`src/rtl/assert_macros.svh`:
```
// ----------------------------------------------------------------------------
// Assertion macros
// Shared concurrent assertion helpers for the decoder RTL.
// ----------------------------------------------------------------------------
`ifndef ASSERT_MACROS_SVH
`define ASSERT_MACROS_SVH

// check an implication on every rising clock edge outside reset
`define ASSERT_IMPL(label, clk, rst_n, pre, post) \
    label: assert property (@(posedge clk) disable iff (!rst_n) (pre) |-> (post)) \
        else $error("assertion failed");

// check that a condition holds in the cycle after a trigger
`define ASSERT_NEXT(label, clk, rst_n, pre, post) \
    label: assert property (@(posedge clk) disable iff (!rst_n) (pre) |=> (post)) \
        else $error("assertion failed");

`endif

```
`src/rtl/rvdec_pkg.sv`:
```
// ----------------------------------------------------------------------------
// rvdec_pkg
// Format codes, instruction ids, error codes and result type of the decoder.
// ----------------------------------------------------------------------------
package rvdec_pkg;

    typedef enum logic [4:0] {
        F_UNK, F_CR, F_CI, F_CSS, F_CIW, F_CL, F_CS, F_CA, F_CB, F_CJ, F_OPCFG,
        F_OPIVV, F_OPFVV, F_OPMVV, F_OPIVI, F_OPIVX, F_OPFVF, F_OPMVX,
        F_R, F_R4, F_I, F_S, F_B, F_U, F_J
    } t_fmt;

    typedef enum logic [6:0] {
        ID_UNKNOWN,
        ID_C_ADDI4SPN, ID_C_FLD, ID_C_LW, ID_C_LD, ID_C_FSD, ID_C_SW, ID_C_SD,
        ID_C_NOP, ID_C_ADDI, ID_C_ADDIW, ID_C_LI, ID_C_ADDI16SP, ID_C_LUI,
        ID_C_SRLI, ID_C_SRAI, ID_C_ANDI, ID_C_SUB, ID_C_XOR, ID_C_OR, ID_C_AND,
        ID_C_J, ID_C_BEQZ, ID_C_BNEZ, ID_C_SLLI, ID_C_FLDSP, ID_C_LWSP, ID_C_LDSP,
        ID_C_JR, ID_C_MV, ID_C_EBREAK, ID_C_JALR, ID_C_ADD, ID_C_FSDSP, ID_C_SWSP,
        ID_C_SDSP,
        ID_LB, ID_LH, ID_LW, ID_LD, ID_LBU, ID_LHU, ID_LWU, ID_ADDI, ID_AUIPC,
        ID_OPIMM32, ID_FENCE, ID_SD, ID_LR, ID_ADD, ID_LUI, ID_SUBW, ID_FMADD,
        ID_FNMSUB, ID_FMV, ID_BNE, ID_JALR, ID_JAL, ID_CSRRS, ID_FPLOAD, ID_FPSTORE,
        ID_VSETVLI, ID_VSETIVLI, ID_VSETVL, ID_VADD, ID_VSUB, ID_VRSUB, ID_VRGATHER,
        ID_VSLIDEDOWN, ID_VMERGE, ID_VSLL, ID_VSMUL, ID_VREDSUM, ID_VMACC,
        ID_VMV_S_X, ID_VMV_X_S, ID_VPOPC, ID_VFIRST, ID_VMSBF, ID_VMSOF, ID_VMSIF,
        ID_VIOTA, ID_VID, ID_VFADD, ID_VFREDUSUM, ID_VFREDOSUM, ID_VFMV_S_F,
        ID_VFMV_F_S, ID_VFMV, ID_VMFNE, ID_VFMUL, ID_VFNMSUB, ID_VFMACC, ID_VFNMSAC
    } t_id;

    typedef enum logic [2:0] {
        E_NONE      = 3'd0,
        E_RESERVED  = 3'd1,
        E_UNDEF     = 3'd2,
        E_OPERANDS  = 3'd3,
        E_OPCODE    = 3'd4
    } t_err;

    localparam logic [6:0] OP_LOAD    = 7'h03;
    localparam logic [6:0] OP_FPLOAD  = 7'h07;
    localparam logic [6:0] OP_FENCE   = 7'h0F;
    localparam logic [6:0] OP_IMM     = 7'h13;
    localparam logic [6:0] OP_AUIPC   = 7'h17;
    localparam logic [6:0] OP_IMM32   = 7'h1B;
    localparam logic [6:0] OP_STORE   = 7'h23;
    localparam logic [6:0] OP_FPSTORE = 7'h27;
    localparam logic [6:0] OP_AMO     = 7'h2F;
    localparam logic [6:0] OP_OP      = 7'h33;
    localparam logic [6:0] OP_LUI     = 7'h37;
    localparam logic [6:0] OP_OP32    = 7'h3B;
    localparam logic [6:0] OP_MADD    = 7'h43;
    localparam logic [6:0] OP_NMSUB   = 7'h4B;
    localparam logic [6:0] OP_FP      = 7'h53;
    localparam logic [6:0] OP_VECTOR  = 7'h57;
    localparam logic [6:0] OP_BRANCH  = 7'h63;
    localparam logic [6:0] OP_JALR    = 7'h67;
    localparam logic [6:0] OP_JAL     = 7'h6F;
    localparam logic [6:0] OP_SYSTEM  = 7'h73;

    typedef struct packed {
        logic               is_compressed;
        t_id                inst_id;
        t_fmt               fmt_code;
        logic        [19:0] slice_a;
        logic        [7:0]  slice_b;
        logic        [7:0]  slice_c;
        logic        [4:0]  slice_d;
        logic               slice_e;
        logic signed [11:0] jump_offset;
        logic               illegal;
        t_err               error_code;
    } t_dec;

endpackage

```
`src/rtl/rvdec_logic.sv`:
```
// ----------------------------------------------------------------------------
// rvdec_logic
// Combinational decode of one instruction word into id, format, slices and error code.
// ----------------------------------------------------------------------------
module rvdec_logic
    import rvdec_pkg::*;
(
    input  logic [31:0] i_word,
    output t_dec        o_dec
);

    t_id  id;
    t_fmt fmt;
    t_err err;
    logic [19:0] sa;
    logic [7:0]  sb;
    logic [7:0]  sc;
    logic [4:0]  sd;
    logic        se;
    logic [11:0] joff;
    logic        comp;
    logic [2:0]  cf3;
    logic [4:0]  crd;
    logic [4:0]  crs2;
    logic [2:0]  vf3;
    logic [5:0]  vf6;
    logic [4:0]  vs2;
    logic [4:0]  vs1;

    assign comp = (i_word[1:0] != 2'b11);
    assign cf3  = i_word[15:13];
    assign crd  = i_word[11:7];
    assign crs2 = i_word[6:2];
    assign vf3  = i_word[14:12];
    assign vf6  = i_word[31:26];
    assign vs2  = i_word[24:20];
    assign vs1  = i_word[19:15];

    always_comb begin
        id   = ID_UNKNOWN;
        fmt  = F_UNK;
        err  = E_NONE;
        sa   = '0;
        sb   = '0;
        sc   = '0;
        sd   = '0;
        se   = 1'b0;
        joff = '0;
        if (comp) begin
            unique case (i_word[1:0])
                2'd0: begin
                    unique case (cf3)
                        3'd0: begin id = ID_C_ADDI4SPN; fmt = F_CIW; end
                        3'd1: begin id = ID_C_FLD; fmt = F_CL; end
                        3'd2: begin id = ID_C_LW;  fmt = F_CL; end
                        3'd3: begin id = ID_C_LD;  fmt = F_CL; end
                        3'd4: err = E_RESERVED;
                        3'd5: begin id = ID_C_FSD; fmt = F_CS; end
                        3'd6: begin id = ID_C_SW;  fmt = F_CS; end
                        default: begin id = ID_C_SD; fmt = F_CS; end
                    endcase
                end
                2'd1: begin
                    unique case (cf3)
                        3'd0: begin
                            id  = (crd != 5'd0) ? ID_C_ADDI : ID_C_NOP;
                            fmt = F_CI;
                        end
                        3'd1: begin id = ID_C_ADDIW; fmt = F_CI; end
                        3'd2: begin id = ID_C_LI; fmt = F_CI; end
                        3'd3: begin
                            if (crd == 5'd2) begin
                                id = ID_C_ADDI16SP; fmt = F_CI;
                            end else if (crd != 5'd0) begin
                                id = ID_C_LUI; fmt = F_CI;
                            end else begin
                                err = E_UNDEF;
                            end
                        end
                        3'd4: begin
                            unique case (i_word[11:10])
                                2'd0: begin id = ID_C_SRLI; fmt = F_CB; end
                                2'd1: begin id = ID_C_SRAI; fmt = F_CB; end
                                2'd2: begin id = ID_C_ANDI; fmt = F_CB; end
                                default: begin
                                    id  = t_id'(ID_C_SUB + {5'd0, i_word[6:5]});
                                    fmt = F_CA;
                                end
                            endcase
                        end
                        3'd5: begin id = ID_C_J; fmt = F_CJ; end
                        3'd6: begin id = ID_C_BEQZ; fmt = F_CB; end
                        default: begin id = ID_C_BNEZ; fmt = F_CB; end
                    endcase
                end
                default: begin
                    unique case (cf3)
                        3'd0: begin id = ID_C_SLLI;  fmt = F_CI; end
                        3'd1: begin id = ID_C_FLDSP; fmt = F_CI; end
                        3'd2: begin id = ID_C_LWSP;  fmt = F_CI; end
                        3'd3: begin id = ID_C_LDSP;  fmt = F_CI; end
                        3'd4: begin
                            if (i_word[12]) begin
                                if (crd == 5'd0 && crs2 == 5'd0) begin
                                    id = ID_C_EBREAK; fmt = F_CR;
                                end else if (crd == 5'd0) begin
                                    err = E_OPERANDS;
                                end else begin
                                    id  = (crs2 != 5'd0) ? ID_C_ADD : ID_C_JALR;
                                    fmt = F_CR;
                                end
                            end else begin
                                id  = (crs2 != 5'd0) ? ID_C_MV : ID_C_JR;
                                fmt = F_CR;
                            end
                        end
                        3'd5: begin id = ID_C_FSDSP; fmt = F_CSS; end
                        3'd6: begin id = ID_C_SWSP;  fmt = F_CSS; end
                        default: begin id = ID_C_SDSP; fmt = F_CSS; end
                    endcase
                end
            endcase
            unique case (fmt)
                F_CR: begin sa = {15'd0, i_word[11:7]}; sb = {3'd0, i_word[6:2]}; end
                F_CI: begin
                    sa = {19'd0, i_word[12]};
                    sb = {3'd0, i_word[11:7]};
                    sc = {3'd0, i_word[6:2]};
                end
                F_CSS: begin sa = {14'd0, i_word[12:7]}; sb = {3'd0, i_word[6:2]}; end
                F_CIW: begin sa = {12'd0, i_word[12:5]}; sb = {5'd0, i_word[4:2]}; end
                F_CL, F_CS: begin
                    sa = {17'd0, i_word[12:10]};
                    sb = {5'd0, i_word[9:7]};
                    sc = {6'd0, i_word[6:5]};
                    sd = {2'd0, i_word[4:2]};
                end
                F_CA: begin sa = {17'd0, i_word[9:7]}; sb = {5'd0, i_word[4:2]}; end
                F_CB: begin
                    sa = {17'd0, i_word[12:10]};
                    sb = {5'd0, i_word[9:7]};
                    sc = {3'd0, i_word[6:2]};
                end
                F_CJ: begin
                    joff = {i_word[12], i_word[8], i_word[10:9], i_word[6], i_word[7],
                            i_word[2], i_word[11], i_word[5:3], 1'b0};
                    sa   = {8'd0, joff};
                end
                default: ;
            endcase
        end else begin
            unique case (i_word[6:0])
                OP_FPLOAD:  id = ID_FPLOAD;
                OP_FPSTORE: id = ID_FPSTORE;
                OP_SYSTEM:  id = ID_CSRRS;
                OP_VECTOR: begin
                    if (vf3 == 3'd7) begin
                        fmt = F_OPCFG;
                        unique case (i_word[31:30])
                            2'd2:    id = ID_VSETVL;
                            2'd3:    id = ID_VSETIVLI;
                            default: id = ID_VSETVLI;
                        endcase
                    end else begin
                        fmt = t_fmt'(F_OPIVV + {2'd0, vf3});
                        sa  = {15'd0, vs2};
                        sb  = {3'd0, vs1};
                        sc  = {3'd0, i_word[11:7]};
                        if (vf3 == 3'd0 || vf3 == 3'd3 || vf3 == 3'd4) begin
                            unique case (vf6)
                                6'h00: id = ID_VADD;
                                6'h02: id = ID_VSUB;
                                6'h03: id = ID_VRSUB;
                                6'h0C: id = ID_VRGATHER;
                                6'h0F: id = ID_VSLIDEDOWN;
                                6'h17: id = ID_VMERGE;
                                6'h25: id = ID_VSLL;
                                6'h27: id = ID_VSMUL;
                                default: err = E_UNDEF;
                            endcase
                        end else if (vf3 == 3'd2 || vf3 == 3'd6) begin
                            unique case (vf6)
                                6'h00: id = ID_VREDSUM;
                                6'h2D: id = ID_VMACC;
                                6'h10: begin
                                    if (vf3 == 3'd6) begin
                                        if (vs2 != 5'd0) err = E_UNDEF;
                                        else id = ID_VMV_S_X;
                                    end else if (vs1 == 5'd0) id = ID_VMV_X_S;
                                    else if (vs1 == 5'h10) id = ID_VPOPC;
                                    else if (vs1 == 5'h11) id = ID_VFIRST;
                                    else err = E_UNDEF;
                                end
                                6'h14: begin
                                    if (vf3 == 3'd2) begin
                                        if (vs1 == 5'd1) id = ID_VMSBF;
                                        else if (vs1 == 5'd2) id = ID_VMSOF;
                                        else if (vs1 == 5'd3) id = ID_VMSIF;
                                        else if (vs1 == 5'h10) id = ID_VIOTA;
                                        else if (vs1 == 5'h11) id = ID_VID;
                                    end
                                end
                                default: err = E_UNDEF;
                            endcase
                        end else begin
                            unique case (vf6)
                                6'h00: id = ID_VFADD;
                                6'h01: id = ID_VFREDUSUM;
                                6'h03: id = ID_VFREDOSUM;
                                6'h10: begin
                                    if (vs2 == 5'd0) id = ID_VFMV_S_F;
                                    else if (vs1 == 5'd0) id = ID_VFMV_F_S;
                                    else err = E_UNDEF;
                                end
                                6'h17: id = ID_VFMV;
                                6'h1C: id = ID_VMFNE;
                                6'h24: id = ID_VFMUL;
                                6'h2B: id = ID_VFNMSUB;
                                6'h2C: id = ID_VFMACC;
                                6'h2F: id = ID_VFNMSAC;
                                default: err = E_UNDEF;
                            endcase
                        end
                    end
                end
                OP_LOAD: begin
                    fmt = F_I;
                    unique case (vf3)
                        3'd0: id = ID_LB;
                        3'd1: id = ID_LH;
                        3'd2: id = ID_LW;
                        3'd3: id = ID_LD;
                        3'd4: id = ID_LBU;
                        3'd5: id = ID_LHU;
                        3'd6: id = ID_LWU;
                        default: err = E_OPCODE;
                    endcase
                end
                OP_IMM:    begin id = ID_ADDI;    fmt = F_I;  end
                OP_AUIPC:  begin id = ID_AUIPC;   fmt = F_U;  end
                OP_IMM32:  begin id = ID_OPIMM32; fmt = F_I;  end
                OP_FENCE:  begin id = ID_FENCE;   fmt = F_I;  end
                OP_STORE:  begin id = ID_SD;      fmt = F_S;  end
                OP_AMO:    begin id = ID_LR;      fmt = F_R;  end
                OP_OP:     begin id = ID_ADD;     fmt = F_R;  end
                OP_LUI:    begin id = ID_LUI;     fmt = F_U;  end
                OP_OP32:   begin id = ID_SUBW;    fmt = F_R;  end
                OP_MADD:   begin id = ID_FMADD;   fmt = F_R4; end
                OP_NMSUB:  begin id = ID_FNMSUB;  fmt = F_R4; end
                OP_FP:     begin id = ID_FMV;     fmt = F_R;  end
                OP_BRANCH: begin id = ID_BNE;     fmt = F_B;  end
                OP_JALR:   begin id = ID_JALR;    fmt = F_I;  end
                OP_JAL:    begin id = ID_JAL;     fmt = F_J;  end
                default: err = E_OPCODE;
            endcase
            unique case (fmt)
                F_R, F_S: begin
                    sa = {13'd0, i_word[31:25]};
                    sb = {3'd0, i_word[24:20]};
                    sc = {3'd0, i_word[19:15]};
                    sd = i_word[11:7];
                end
                F_R4: begin
                    sa = {15'd0, i_word[31:27]};
                    sb = {3'd0, i_word[24:20]};
                    sc = {3'd0, i_word[19:15]};
                    sd = i_word[11:7];
                end
                F_I: begin
                    sa = {8'd0, i_word[31:20]};
                    sb = {3'd0, i_word[19:15]};
                    sc = {3'd0, i_word[11:7]};
                end
                F_B: begin
                    sa = {14'd0, i_word[30:25]};
                    sb = {3'd0, i_word[24:20]};
                    sc = {3'd0, i_word[19:15]};
                    sd = {1'b0, i_word[11:8]};
                    se = i_word[7];
                end
                F_U: begin sa = i_word[31:12]; sb = {3'd0, i_word[11:7]}; end
                F_J: begin
                    sa = {10'd0, i_word[30:21]};
                    sb = {7'd0, i_word[20]};
                    sc = i_word[19:12];
                    sd = i_word[11:7];
                end
                default: ;
            endcase
        end

        o_dec.is_compressed = comp;
        o_dec.illegal       = (err != E_NONE);
        o_dec.error_code    = err;
        if (err != E_NONE) begin
            o_dec.inst_id     = ID_UNKNOWN;
            o_dec.fmt_code    = F_UNK;
            o_dec.slice_a     = '0;
            o_dec.slice_b     = '0;
            o_dec.slice_c     = '0;
            o_dec.slice_d     = '0;
            o_dec.slice_e     = 1'b0;
            o_dec.jump_offset = '0;
        end else begin
            o_dec.inst_id     = id;
            o_dec.fmt_code    = fmt;
            o_dec.slice_a     = sa;
            o_dec.slice_b     = sb;
            o_dec.slice_c     = sc;
            o_dec.slice_d     = sd;
            o_dec.slice_e     = se;
            o_dec.jump_offset = joff;
        end
    end

endmodule

```
`src/rtl/riscv_subset_instruction_decoder_unit.sv`:
```
// Decodes one instruction word per cycle while results are taken. An accepted
// word is held in an input register, decoded by one level of combinational logic
// and captured in a result register; a result is offered once its word has passed
// through both registers, and a new word can be taken every cycle, with a skid-free
// stall that holds both stages when the result is not taken.
// ----------------------------------------------------------------------------
// riscv_subset_instruction_decoder_unit
// Top level: input register, decode logic and result register.
// ----------------------------------------------------------------------------
`include "assert_macros.svh"

module riscv_subset_instruction_decoder_unit
    import rvdec_pkg::*;
(
    input  logic               i_clk,
    input  logic               i_rst_n,
    input  logic               i_valid,
    output logic               o_ready,
    input  logic [31:0]        i_instr_word,
    output logic               o_valid,
    input  logic               i_ready,
    output logic               o_is_compressed,
    output logic [6:0]         o_inst_id,
    output logic [4:0]         o_fmt_code,
    output logic [19:0]        o_slice_a,
    output logic [7:0]         o_slice_b,
    output logic [7:0]         o_slice_c,
    output logic [4:0]         o_slice_d,
    output logic               o_slice_e,
    output logic signed [11:0] o_jump_offset,
    output logic               o_illegal,
    output logic [2:0]         o_error_code
);

    logic        r_in_vld;
    logic [31:0] r_word;
    logic        r_out_vld;
    t_dec        r_dec;
    t_dec        n_dec;
    logic        out_adv;
    logic        in_adv;

    rvdec_logic u_logic (
        .i_word (r_word),
        .o_dec  (n_dec)
    );

    assign out_adv = !r_out_vld || i_ready;
    assign in_adv  = !r_in_vld || out_adv;
    assign o_ready = in_adv;

    always_ff @(posedge i_clk) begin
        if (!i_rst_n) begin
            r_in_vld  <= 1'b0;
            r_out_vld <= 1'b0;
        end else begin
            if (in_adv) r_in_vld <= i_valid;
            if (out_adv) r_out_vld <= r_in_vld;
        end
    end

    always_ff @(posedge i_clk) begin
        if (in_adv && i_valid) r_word <= i_instr_word;
        if (out_adv && r_in_vld) r_dec <= n_dec;
    end

    assign o_valid         = r_out_vld;
    assign o_is_compressed = r_dec.is_compressed;
    assign o_inst_id       = r_dec.inst_id;
    assign o_fmt_code      = r_dec.fmt_code;
    assign o_slice_a       = r_dec.slice_a;
    assign o_slice_b       = r_dec.slice_b;
    assign o_slice_c       = r_dec.slice_c;
    assign o_slice_d       = r_dec.slice_d;
    assign o_slice_e       = r_dec.slice_e;
    assign o_jump_offset   = r_dec.jump_offset;
    assign o_illegal       = r_dec.illegal;
    assign o_error_code    = r_dec.error_code;

    `ASSERT_IMPL(a_illegal_zero, i_clk, i_rst_n, o_valid && o_illegal,
        o_inst_id == 7'd0 && o_fmt_code == 5'd0 && o_slice_a == 20'd0)
    `ASSERT_IMPL(a_err_flag, i_clk, i_rst_n, o_valid, o_illegal == (o_error_code != 3'd0))
    `ASSERT_NEXT(a_stall_hold, i_clk, i_rst_n, o_valid && !i_ready, o_valid && $stable(r_dec))
    `ASSERT_NEXT(a_fill, i_clk, i_rst_n, r_in_vld && out_adv, o_valid)

endmodule
```
`config.mk`:
```
export PLATFORM = sky130hd
export DESIGN_NAME = riscv_subset_instruction_decoder_unit
export DESIGN_NICKNAME = d
export VERILOG_FILES = /design/src/rtl/rvdec_pkg.sv /design/src/rtl/rvdec_logic.sv /design/src/rtl/riscv_subset_instruction_decoder_unit.sv
export VERILOG_INCLUDE_DIRS = /design/src /design/src/rtl
export SDC_FILE = /design/constraint.sdc
export NUM_CORES = 1
export LEC_CHECK = 0
export BUFFER_PORTS_ARGS = -buffer_cell sky130_fd_sc_hd__buf_4
export CAP_MARGIN = 20
export CORE_MARGIN = 2
export CORE_UTILIZATION = 45
export DETAILED_ROUTE_END_ITERATION = 8
export PLACE_DENSITY = 0.66
export SLEW_MARGIN = 20
export SYNTH_ARGS = -nofsm -noshare
export SYNTH_HDL_FRONTEND = slang
export SYNTH_SLANG_ARGS = --single-unit
```
`constraint.sdc`:
```
create_clock -name i_clk -period 5.38 [get_ports i_clk]
set_input_delay 0.807 -clock i_clk [delete_from_list [all_inputs] [get_ports i_clk]]
set_output_delay 0.807 -clock i_clk [all_outputs]
set_load 0.1 [all_outputs]
```
Yosys cells after proc, flatten, opt, wreduce, memory -nomap -nowiden
Index checks and enable logic that the tools add are counted.
Storage, ports and cells
  word-level logic and storage cells: 238
  input port bits: 36
  output and inout port bits: 73
  register bits after elaboration: 105
Operators by class
  bitwise logic cells: 3
  multiplexer cells: 94
  add/sub/neg operators: 2
  eq/ne operators: 77
  reduce and logical (&&, ||, !) cells: 47
Operator list (count)
  7-bit 2-to-1 mux: 21
  7-bit case mux with 20 select lines: 1
  20-bit case mux with 6 select lines: 1
  7-bit case mux with 7 select lines: 2
  12-bit case mux with 7 select lines: 1
  7-bit case mux with 10 select lines: 1
  7-bit == test, second input constant: 8
  7-bit case mux with 8 select lines: 1
  5-bit 2-to-1 mux: 11
  5-bit == test, second input constant: 9
  3-bit 2-to-1 mux: 15
  6-bit == test, second input constant: 7
  7-bit by 6-bit == test with 1-bit output, second input constant: 6
  6-bit case mux with 7 select lines: 1
  20-bit 2-to-1 mux: 2
  5-bit case mux with 2 select lines: 4
  5-bit case mux with 4 select lines: 2
  5-bit case mux with 8 select lines: 1
  8-bit 2-to-1 mux: 4
  8-bit case mux with 4 select lines: 1
  7-bit case mux with 4 select lines: 1
  5-bit by 2-bit == test with 1-bit output, second input constant: 5
  6-bit by 5-bit == test with 1-bit output, second input constant: 4
  8-bit case mux with 3 select lines: 1
  46 further kinds: 113

Longest topological paths before layout
  depth in word-level cells: 13
  gate-level depth with buffers: 14
  gate-level depth less buffers: 11

Modules after synthesis
Synthesis repeated with hierarchy kept, for this count alone.
Unflattened totals
  cells, all modules: 762
  area, all modules: 7285.7 sq um
Modules (own cells, without submodules)
  rvdec_logic: sequential area each 0.0 sq um, cells an instance 650, area an instance 4088.9 sq um, instances 1
  riscv_subset_instruction_decoder_unit: sequential area each 3133.0 sq um, cells an instance 112, area an instance 3196.8 sq um, instances 1

Worst setup path after synthesis
No wires, ideal clock.
  path kind: register to register
  start point: register r_out_vld (netlist: o_valid)
  end point: register r_dec, in the netlist o_error_code[0] (enable)
  slack: 0.939 ns
  arrival: 3.940 ns
  setup time: 0.500 ns
  stages on the path, launching flop included: 3
  data required time: 4.880 ns
  path buffers: 0
  clock period less this slack: 4.441 ns
  cell sequence: dfxtp_1 -> nor2b_1 -> nor2b_1
On the way
  cells in the longest elaborated chain, start to end: 3
Ends and longest elaborated chain
  start: declaration: RTL line riscv_subset_instruction_decoder_unit.sv:37  | logic r_out_vld;
  start signal: assignment: RTL line riscv_subset_instruction_decoder_unit.sv:58  | if (out_adv) r_out_vld <= r_in_vld;
  1-bit logical NOT: RTL line riscv_subset_instruction_decoder_unit.sv:48  | assign out_adv = !r_out_vld || i_ready;
  1-bit logical OR: RTL line riscv_subset_instruction_decoder_unit.sv:48
  1-bit logical AND: RTL line riscv_subset_instruction_decoder_unit.sv:64  | if (out_adv && r_in_vld) r_dec <= n_dec;
  end signal: assignment: RTL line riscv_subset_instruction_decoder_unit.sv:64
  end: declaration: RTL line riscv_subset_instruction_decoder_unit.sv:38  | t_dec r_dec;
Every way passes these cells.
A chain may end at the register's enable or synchronous reset.

Worst setup path after layout
  start point: register r_word[13]
  end point: register r_dec, in the netlist o_slice_a[5] (data pin)
On the way
  cells in the longest elaborated chain, start to end: 9
  elaborated cells between the ends (all ways): 64
  those cells by class: add/sub (1); eq/ne (28); mux (23); reduce/logical (12)
Ends and longest elaborated chain
  start: declaration: RTL line riscv_subset_instruction_decoder_unit.sv:36  | logic [31:0] r_word;
  start signal: assignment: RTL line riscv_subset_instruction_decoder_unit.sv:63  | if (in_adv && i_valid) r_word <= i_instr_word;
  parallel branches: the longest is 9 deep, another holds 4-bit by 3-bit adder with 5-bit output
Parallel ways; which one is timed is not known. The select of a mux whose other input is x is not followed.

==> metrics.cfg <==
[outcome]
status=finished clean

[drt]
viasPerCell=6.56
ant_nets=0
wl_per_cell_um=23.0
drt_iter0_drc=1002
first_pass_iters=7
drc_errors=0
wl_mm=22.8
vias=6517

[logic_synthesis]
yosys.area_share.xor_xnor=0.00385
yosys_register_bits=101
synth_common_cells=edfxtp_1, nor2_1, nand2_1
synth-seq-area-share=0.441
yosys.area_share.simple=0.213
synth_top_family_by_area=compound AO/OA/AOI/OAI gates
syn_area_um2=6830
netlist.area_leader.share=0.435
synth_area_leader_cell=edfxtp_1
synthArstFlopShare=0
syn_area_per_cell_um2=9.32
synthTopCellsByArea=edfxtp_1, a21oi_1, nor2_1
synthFlopType=edfxtp_1
ys_types=83
yosysMostFrequentCell=edfxtp_1
synth_fa_ha_area_frac=0.0161
syn_inst=733
synth-compound-area-share=0.262
synth_mux_area_frac=0.00751
synth-edff-count=99
yosysWarnings=0

[timing]
min_period_ns=4.34
hold_viol=0
worst_pin_slew_ns=0.994
max_freq_ghz=0.230
setup-tns-final_ns=0
skew_ns=0.00833
slew_headroom=0.337
period_share=0.807
report.final.slew_viol_count=0
setup_viol=0
rsz0062_at_grt=no

[clock_tree]
clkTransAtPathRegs_ns=0.07
cts_resized=0
cts_buffers=9
cts_max_path_buffers=2
cts_root_buf=clkbuf_16
clk_latency_ns=0.36
cts_tree=built
ctsHoldBuffers=0
htree_levels=3
cts.sink_count=101
post-cts-setup-buffer-count=0

[critical_path]
cp_max_fo=17
cp.required_ns=5.61
worstSetupPathType=reg -> reg
critPathLaunchType=register
cp-end-kind=register
worstPathArrival_ns=4.58

[global_routing]
antenna_found_initial=0
grt-ovfl-total=0
grt_pass1_vias=6110
grt_first_pass_wirelength_mm=35.2
grt_util_all_layers=0.282
grt_max_degree=62

[power]
p_switching_mw=0.788
switching_share=0.364
power.leakage_nw=2.89
clock_power_share=0.303
p_int_mw=1.37
p_seq_frac=0.453
max-vdd-ir-drop_mv=0.135
combPwrFrac=0.244
power-per-cell-area_nw_per_um2=272

[floorplanning]
dieWidth_um=127
die_area_um2=16200
io_pins=109
coreArea_um2=15000
fp.dieH_um=127
initial_core_util=0.454
rows=45

[place]
portBuffers=104
hpwl_mm=16.4
dp_cells=977
routabilityCongestion=0.939

[final_layout]
drive_gt1_frac=0.200
antenna_cells=0
fin_cells=993
fin_nets=844
synthToLayoutAreaGrowth_pct=16.4
fin_util=0.529

[job]
cap_violations=0

[worst_hold_path]
hold_class=reg -> reg

[kinds of logic after synthesis]
kind of cell | count (synthesis)
flops | 101
xor+xnor | 3
mux | 5
compound gates | 248
other cells | 1
simple gates | 279
buf+inv | 87
fa+ha+maj | 9
[state kept, by name, summed over array words and instances, names as in the netlist]
signal,flops
o_slice_a,20
r_in_vld,1
o_illegal,1
o_slice_c,8
o_valid,1
o_slice_e,1
o_is_compressed,1
o_inst_id,7
r_word,32
o_slice_d,5
o_error_code,3
o_slice_b,5
o_jump_offset,11
o_fmt_code,5
[placed cells by master (no fill, tap or decap), types with 8 or more instances in the layout]
cell	instances
nand2b_1	14
nand2_1	58
nor2b_1	12
clkbuf_16	9
or2_2	8
a31oi_1	13
nor3_1	26
buf_4	116
nand3_1	24
o22ai_1	10
inv_1	22
nor2_1	64
a211oi_1	10
o21bai_1	8
a22oi_1	19
and2_1	15
ha_1	8
edfxtp_1	99
o211ai_1	9
and3_1	13
a21oi_1	51
o21ai_0	32
a221o_1	15
[per-layer routing]
| layer | part of all wire | global-route usage | vias to the layer above |
|---|---|---|---|
| met4 | 0.029 | 0.0995 | 0 |
| met2 | 0.46 | 0.455 | 396 |
| li1 | - | - | 2973 |
| met3 | 0.086 | 0.0452 | 60 |
| met5 | 0 | 0 | - |
| met1 | 0.42 | 0.389 | 3088 |
[worst max-delay path, cell delays in order, from the launching register on]
cell and delay [ns]:
edfxtp_1 0.83, inv_1 0.31, ha_1 0.30, ha_1 0.22, a211oi_1 0.77, a2111o_1 0.29, o32a_1 0.19, and4b_1 0.23
nand3_1 0.39, a31oi_1 0.54, a21o_1 0.13
[path summary, 6_finish.rpt]
| check | startpoint | endpoint | slack (ns) | depth (start not counted) |
|---|---|---|---|---|
| setup / recovery | r_word[13] | o_slice_a[5] | 1.04 | 10 |
| hold / removal | r_in_vld | o_valid | 0.55 | 1 |
| setup reg to reg | r_word[13] | o_slice_a[5] | 1.04 | 10 |
| hold reg to reg | r_in_vld | o_valid | 0.55 | 1 |
[power by group through the flow]
stage          Combinational, mW  Sequential (mW)  Clock [mW]
2_1_floorplan              0.219             1.16           0
3_3_place_gp               0.521            0.993           0
3_5_place_dp               0.520            0.995           0
4_1_cts                    0.522            0.978       0.663
5_1_grt                    0.554            0.986       0.693
6_report                   0.527            0.980       0.656
[per-stage QoR]
step | area, um^2 | total power [mW] | hold WS (ns) | setup WS, ns
detailed placement | 7660 | 1.52 | 0.532 | 1.25
global placement | 7660 | 1.51 | 0.499 | 1.26
global route | 7950 | 2.23 | 0.608 | 0.946
finish | 7950 | 2.16 | 0.547 | 1.04
floorplan | 6840 | 1.38 | 0.477 | 0.939
CTS | 7950 | 2.16 | 0.558 | 1.20
[cell type report]
| cell class | count | area [um^2] |
|---|---|---|
| repair buffers | 116 | 871 |
| multi-input cells | 548 | 3450 |
| inverters | 24 | 90.1 |
| clock buffers | 9 | 225 |
| flip-flops and latches | 101 | 3010 |
| well taps | 188 | 235 |
| fillers | 1433 | 7080 |
| clock inverters | 7 | 62.6 |
Power figures use the tool's default switching activity.
